`src/hw/rtl/lrcdf_pkg.sv`:
```
package lrcdf_pkg;

	// frame layout
	localparam int unsigned HDR_LEN = 5;
	localparam int unsigned CNT_W   = 9;

	// crc-16/ccitt-false
	localparam logic [15:0] CRC_POLY = 16'h1021;
	localparam logic [15:0] CRC_INIT = 16'hFFFF;
	localparam logic [15:0] CRC_TOP  = 16'h8000;

	// header byte positions
	localparam int unsigned HDR_SUM    = 0;
	localparam int unsigned HDR_ID     = 1;
	localparam int unsigned HDR_LENGTH = 2;
	localparam int unsigned HDR_CRC_LO = 3;
	localparam int unsigned HDR_CRC_HI = 4;

	// one result beat
	typedef struct packed {
		logic [7:0] payload_byte;
		logic [7:0] byte_index;
		logic       has_byte;
		logic [7:0] packet_id;
		logic [7:0] payload_length;
		logic       frame_last;
		logic       crc_ok;
	} result_t;

endpackage

```
`src/hw/rtl/lrc_crc16_packet_deframer.sv`:
```
// Packet deframer: takes one received byte per beat on data_* and hunts for a
// five-byte header (checksum, id, length, crc low, crc high) whose bytes sum
// to zero modulo 256, sliding one byte at a time on a bad header. Each payload
// byte comes out as one result beat with its index; the beat that ends a frame
// has frame_last set and crc_ok gives the CRC-16/CCITT-FALSE check of the
// payload. An empty frame gives a single beat with has_byte clear. Header and
// rejected bytes give no beat. Sustained rate is one byte per clock while
// results are taken; an accepted byte sits in the input register and moves
// into the result register when that register is free or being emptied, and
// its result is then shown on the outputs. A stalled result holds the input
// register, and the input stalls once both registers are full.
// The clock period is set by the byte-wide crc update (eight chained
// polynomial steps) in front of the result register.
module lrc_crc16_packet_deframer (
	input  logic       clk,
	input  logic       arst_n,
	input  logic       data_valid,
	output logic       data_ready,
	input  logic [7:0] data_byte,
	output logic       result_valid,
	input  logic       result_ready,
	output logic [7:0] payload_byte,
	output logic [7:0] byte_index,
	output logic       has_byte,
	output logic [7:0] packet_id,
	output logic [7:0] payload_length,
	output logic       frame_last,
	output logic       crc_ok
);
	import lrcdf_pkg::*;

	logic       valid_s1;
	logic [7:0] byte_s1;
	logic       advance;
	logic       step;
	logic       emit;
	result_t    res_c;
	logic       res_valid_q;
	result_t    res_q;

	// stage one moves when the result register is free or being emptied
	assign advance    = !res_valid_q || result_ready;
	assign data_ready = !valid_s1 || advance;
	assign step       = valid_s1 && advance;

	// input register
	always_ff @(posedge clk or negedge arst_n) begin
		if (!arst_n) begin
			valid_s1 <= 1'b0;
		end else if (data_ready) begin
			valid_s1 <= data_valid;
		end
	end

	always_ff @(posedge clk) begin
		if (data_ready && data_valid) begin
			byte_s1 <= data_byte;
		end
	end

	lrcdf_core u_core (
		.clk     (clk),
		.arst_n  (arst_n),
		.step    (step),
		.byte_in (byte_s1),
		.emit    (emit),
		.result  (res_c)
	);

	// result register
	always_ff @(posedge clk or negedge arst_n) begin
		if (!arst_n) begin
			res_valid_q <= 1'b0;
		end else if (advance) begin
			res_valid_q <= step && emit;
		end
	end

	always_ff @(posedge clk) begin
		if (step && emit) begin
			res_q <= res_c;
		end
	end

	assign result_valid   = res_valid_q;
	assign payload_byte   = res_q.payload_byte;
	assign byte_index     = res_q.byte_index;
	assign has_byte       = res_q.has_byte;
	assign packet_id      = res_q.packet_id;
	assign payload_length = res_q.payload_length;
	assign frame_last     = res_q.frame_last;
	assign crc_ok         = res_q.crc_ok;

endmodule

```
`src/hw/rtl/lrcdf_crc16.sv`:
```
module lrcdf_crc16 (
	input  logic [15:0] crc_in,
	input  logic [7:0]  data,
	output logic [15:0] crc_out
);
	import lrcdf_pkg::*;

	// one byte, msb first, eight polynomial steps
	always_comb begin
		logic [15:0] c;
		c = crc_in ^ {data, 8'h00};
		for (int k = 0; k < 8; k++) begin
			if ((c & CRC_TOP) != 16'h0000) begin
				c = {c[14:0], 1'b0} ^ CRC_POLY;
			end else begin
				c = {c[14:0], 1'b0};
			end
		end
		crc_out = c;
	end

endmodule

```
`src/hw/rtl/lrcdf_core.sv`:
```
module lrcdf_core (
	input  logic              clk,
	input  logic              arst_n,
	input  logic              step,
	input  logic [7:0]        byte_in,
	output logic              emit,
	output lrcdf_pkg::result_t result
);
	import lrcdf_pkg::*;

	logic [7:0]       window_q [HDR_LEN];
	logic [CNT_W-1:0] count_q;
	logic [CNT_W-1:0] flen_q;
	logic [15:0]      crc_q;

	logic [7:0]       window_d [HDR_LEN];
	logic [CNT_W-1:0] count_d;
	logic [CNT_W-1:0] flen_d;
	logic [15:0]      crc_d;
	logic [15:0]      crc_upd;

	lrcdf_crc16 u_crc (
		.crc_in  (crc_q),
		.data    (byte_in),
		.crc_out (crc_upd)
	);

	// header search and payload tracking
	always_comb begin
		logic [7:0]       win [HDR_LEN];
		logic [7:0]       sum;
		logic [CNT_W-1:0] cnt1;
		logic [15:0]      hdr_crc;
		win      = window_q;
		sum      = 8'h00;
		hdr_crc  = 16'h0000;
		cnt1     = count_q + CNT_W'(1);
		window_d = window_q;
		count_d  = count_q;
		flen_d   = flen_q;
		crc_d    = crc_q;
		emit     = 1'b0;
		result   = '0;
		if (count_q < CNT_W'(HDR_LEN)) begin
			// header byte: place it in the window
			for (int i = 0; i < HDR_LEN; i++) begin
				if (count_q[2:0] == 3'(i)) begin
					win[i] = byte_in;
				end
			end
			window_d = win;
			count_d  = cnt1;
			if (cnt1 == CNT_W'(HDR_LEN)) begin
				for (int i = 0; i < HDR_LEN; i++) begin
					sum = sum + win[i];
				end
				hdr_crc = {win[HDR_CRC_HI], win[HDR_CRC_LO]};
				if (sum != 8'h00) begin
					// bad header: drop the oldest byte
					for (int i = 0; i < HDR_LEN - 1; i++) begin
						window_d[i] = win[i+1];
					end
					count_d = CNT_W'(HDR_LEN - 1);
				end else begin
					flen_d = CNT_W'(HDR_LEN) + {1'b0, win[HDR_LENGTH]};
					crc_d  = CRC_INIT;
					if (win[HDR_LENGTH] == 8'h00) begin
						// empty frame ends on its last header byte
						count_d               = '0;
						emit                  = 1'b1;
						result.packet_id      = win[HDR_ID];
						result.payload_length = win[HDR_LENGTH];
						result.frame_last     = 1'b1;
						result.crc_ok         = (hdr_crc == CRC_INIT);
					end
				end
			end
		end else begin
			// payload byte
			hdr_crc               = {window_q[HDR_CRC_HI], window_q[HDR_CRC_LO]};
			crc_d                 = crc_upd;
			count_d               = cnt1;
			emit                  = 1'b1;
			result.payload_byte   = byte_in;
			result.byte_index     = 8'(count_q - CNT_W'(HDR_LEN));
			result.has_byte       = 1'b1;
			result.packet_id      = window_q[HDR_ID];
			result.payload_length = window_q[HDR_LENGTH];
			if (cnt1 >= flen_q || cnt1 < CNT_W'(HDR_LEN)) begin
				count_d           = '0;
				result.frame_last = 1'b1;
				result.crc_ok     = (crc_upd == hdr_crc);
			end
		end
	end

	// state registers
	always_ff @(posedge clk or negedge arst_n) begin
		if (!arst_n) begin
			for (int i = 0; i < HDR_LEN; i++) begin
				window_q[i] <= 8'h00;
			end
			count_q <= '0;
			flen_q  <= '0;
			crc_q   <= CRC_INIT;
		end else if (step) begin
			window_q <= window_d;
			count_q  <= count_d;
			flen_q   <= flen_d;
			crc_q    <= crc_d;
		end
	end

endmodule

```
`config.mk`:
```
export PLATFORM = sky130hd
export DESIGN_NAME = lrc_crc16_packet_deframer
export DESIGN_NICKNAME = d
export VERILOG_FILES = /design/src/hw/rtl/lrcdf_pkg.sv /design/src/hw/rtl/lrc_crc16_packet_deframer.sv /design/src/hw/rtl/lrcdf_crc16.sv /design/src/hw/rtl/lrcdf_core.sv
export SDC_FILE = /design/constraint.sdc
export NUM_CORES = 1
export LEC_CHECK = 0
export BUFFER_PORTS_ARGS = -buffer_cell sky130_fd_sc_hd__buf_2
export CAP_MARGIN = 10
export CORE_UTILIZATION = 55
export DETAILED_ROUTE_END_ITERATION = 12
export HOLD_SLACK_MARGIN = 0.05
export PLACE_DENSITY = 0.73
export SLEW_MARGIN = 10
export SYNTH_ARGS = -nofsm -noshare
export SYNTH_HDL_FRONTEND = slang
export SYNTH_SLANG_ARGS = --single-unit
```
`constraint.sdc`:
```
create_clock -name clk -period 9.7 [get_ports clk]
set_clock_uncertainty 0.2 [all_clocks]
set_input_delay 1.455 -clock clk [delete_from_list [all_inputs] [get_ports clk]]
set_output_delay 1.455 -clock clk [all_outputs]
set_load 0.03 [all_outputs]
```
==> results.sh <==
export IMPL_grt_pass1_vias=5281
export IMPL_stdcell_count=930
export IMPL_wl_met1_um=7570
export IMPL_synthTopCellsByArea="dfrtp_1 (20%), edfxtp_1 (17%), dfstp_2 (5.6%)"
export IMPL_synth_ff_latch_count=119
export IMPL_setup_viol=0
export IMPL_cp_max_fo=35
export IMPL_fp_dieW_um=118
export IMPL_postCtsHoldBufs=0
export IMPL_num_antenna_cells=0
export IMPL_route_met3_wl_um=1200
export IMPL_synth_top_area_cell="dfrtp_1"
export IMPL_met2_length_um=8140
export IMPL_htree_num_levels=4
export IMPL_drv_cap=0
export IMPL_yosysTopAreaCellShare_pct=20.1
export IMPL_fmax_mhz=139
export IMPL_clkSinkCount=119
export IMPL_max_slew_worst_pin_slew_ns=1.14
export IMPL_crit_path_end_kind="register"
export IMPL_numCtsBuffers=17
export IMPL_clockRootBuffer="clkbuf_16"
export IMPL_cp_arrival_ns=7.02
export IMPL_hold_path_class="reg -> reg"
export IMPL_switchingPower_uw=824
export IMPL_cts_tree="done"
export IMPL_die_area_mm2=0.0140
export IMPL_rsz0062_at_grt="no"
export IMPL_dpl_cell_count=898
export IMPL_whs_ns=0.277
export IMPL_p_per_area_mw_per_mm2=268
export IMPL_ys_types=63
export IMPL_clk_latency_ns=0.43
export IMPL_synth_area_mm2=0.00745
export IMPL_firstDrtPassIters=5
export IMPL_finalSetupTns_ns=0
export IMPL_r2r_start="u_core.count_q[0]"
export IMPL_drive_gt1_share_pct=16.2
export IMPL_area_growth_pct=11.8
export IMPL_critPathKind="reg -> reg"
export IMPL_grt_pass1_wl_um=28300
export IMPL_finalMaxSlewViolations=0
export IMPL_clkPwrFrac_pct=27.5
export IMPL_peakVddDrop_mv=0.191
export IMPL_drc=0
export IMPL_synthCells=710
export IMPL_cp_start_kind="register"
export IMPL_finalNetCount=798
export IMPL_io_pins=49
export IMPL_synth_edf_count=43
export IMPL_routed_wl_um=17400
export IMPL_grt_max_degree=94
export IMPL_ys_flop_type="dfrtp_1"
export IMPL_slew_headroom_pct=23.6
export IMPL_highest_layer="met4"
export IMPL_yosys_warnings=0
export IMPL_multi_input_area_mm2=0.00388
export IMPL_grt_ovfl_total=0
export IMPL_p_total_mw=2.23
export IMPL_drt_initial_drc_count=404
export IMPL_cts_reportedPaths_clkPinSlew_ns=0.06
export IMPL_ff_latch_area_mm2=0.00321
export IMPL_antenna_left=0
export IMPL_outcome="completed"
export IMPL_clk_path_buf_depth=2
export IMPL_async_flop_share_pct=63.9
export IMPL_layout_common_cells="nor2_1 (60), dfrtp_1 (60), nand2_1 (55), buf_2 (47), inv_1 (46)"
export IMPL_vias=5487
export IMPL_p_leak_nw=3.77
export IMPL_post_cts_buffers=0
export IMPL_antenna_found_initial=0
export IMPL_ctsResizeCount=0
export IMPL_via_per_inst=5.90
export IMPL_core_area_mm2=0.0132
export IMPL_switching_share_pct=36.9
export IMPL_dp_hpwl_um=12600
export IMPL_syn_num_nets=767
export IMPL_hp_start="u_core.window_q[37]"
export IMPL_required_ns=9.53
export IMPL_rows=42
export IMPL_die_y_um=118
export IMPL_final_period_utilization_pct=74.1
export IMPL_sequentialPowerShare_pct=30.5
export IMPL_final_core_util_pct=62.9
export IMPL_io_buffer_count=48
export IMPL_wl_per_cell_um=18.7
export IMPL_fillers=1083
export IMPL_gp_congestion=0.913
export IMPL_pwr_share_comb_pct=41.9
export IMPL_syn_area_per_cell_um2=10.5
export IMPL_final_hold_viol_count=0
export IMPL_initial_core_util_pct=56.3
export IMPL_grtUsageTotal_pct=26.6
export IMPL_p_int_mw=1.41
export IMPL_min_period_ns=7.19
export IMPL_ys_seq_area_share_pct=43.1
export IMPL_crit_start="u_core.count_q[0]"
[power by group through the flow]
stage	Combinational [mW]	Sequential, mW	Clock [mW]
floorplan	0.714	0.703	0
global placement	0.904	0.686	0
detailed placement	0.928	0.690	0
CTS	0.934	0.681	0.621
global route	1.02	0.690	0.649
finish	0.937	0.682	0.615
[state kept, by name, indices dropped and copies added, names as in the netlist, 9 cells and up]
register         count
u_core.count_q       9
u_core.crc_q        16
u_core.flen_q        9
u_core.window_q     40
[worst paths after layout]
check | to | slack, ns | depth (start not counted)
worst max-delay path | payload_byte[3] | 2.51 | 18
worst min-delay path | u_core.window_q[37] | 0.28 | 2
worst max register to register | payload_byte[3] | 2.51 | 18
worst min register to register | u_core.window_q[37] | 0.28 | 2
max in group asynchronous | u_core.window_q[26] | 7.65 | 1
min in group asynchronous | valid_s1 | 1.01 | 1
[area by class of cell]
| cell class | instances | share of cell area, % |
|---|---|---|
| multi-input combinational | 504 | 46.6 |
| sequential | 119 | 38.6 |
| clock buffer | 21 | 5.28 |
| timing repair buffer | 52 | 3.27 |
| tap | 176 | 2.64 |
| inverter | 47 | 2.12 |
| clock inverter | 11 | 1.58 |
[logic make-up after synthesis]
group	share of synthesized area (%)
simple gates	14.7
compound gates	12.6
flops	43.1
buf+inv	5.12
xor+xnor	8.14
mux	6.90
fa+ha+maj	9.37
[per-layer routing]
layer / track usage (%) / vias to the layer above
met5: 0 / -
met3: 6.13 / 38
li1: - / 2579
met1: 35.3 / 2657
met2: 41.7 / 213
met4: 12.0 / 0
[Yosys cell counts (17+ instances only)]
| library cell | n |
|---|---|
| o21ai_0 | 20 |
| fa_1 | 18 |
| dfrtp_1 | 60 |
| nor2_1 | 60 |
| a221o_1 | 24 |
| xor2_1 | 25 |
| clkbuf_1 | 22 |
| and2_1 | 17 |
| nor3_1 | 31 |
| xnor2_1 | 39 |
| inv_1 | 46 |
| nand2_1 | 56 |
| mux2i_1 | 39 |
| ha_1 | 27 |
| edfxtp_1 | 43 |
[worst max-delay path: stages, from the launching register on]
cell and delay (ns):
dfrtp_1 0.51, inv_1 0.15, ha_1 0.24, nand2b_1 0.40
mux2i_1 0.62, fa_1 0.56, fa_1 0.56, inv_1 0.06
fa_1 0.56, inv_1 0.07, fa_1 0.53, nor3b_1 0.22
o221ai_1 0.16, a21oi_1 0.12, o21ai_0 0.09, nor3_1 0.47
o2111ai_1 0.19, buf_4 0.25, a21oi_4 0.81
[through the flow]
step / setup WS (ns) / area (um2)
6_report: 2.51 / 8330
3_3_place_gp: 2.85 / 7760
5_1_grt: 2.05 / 8330
2_1_floorplan: 2.03 / 7450
4_1_cts: 2.57 / 8330
3_5_place_dp: 2.61 / 7760
(Power assumes the default switching activity.)
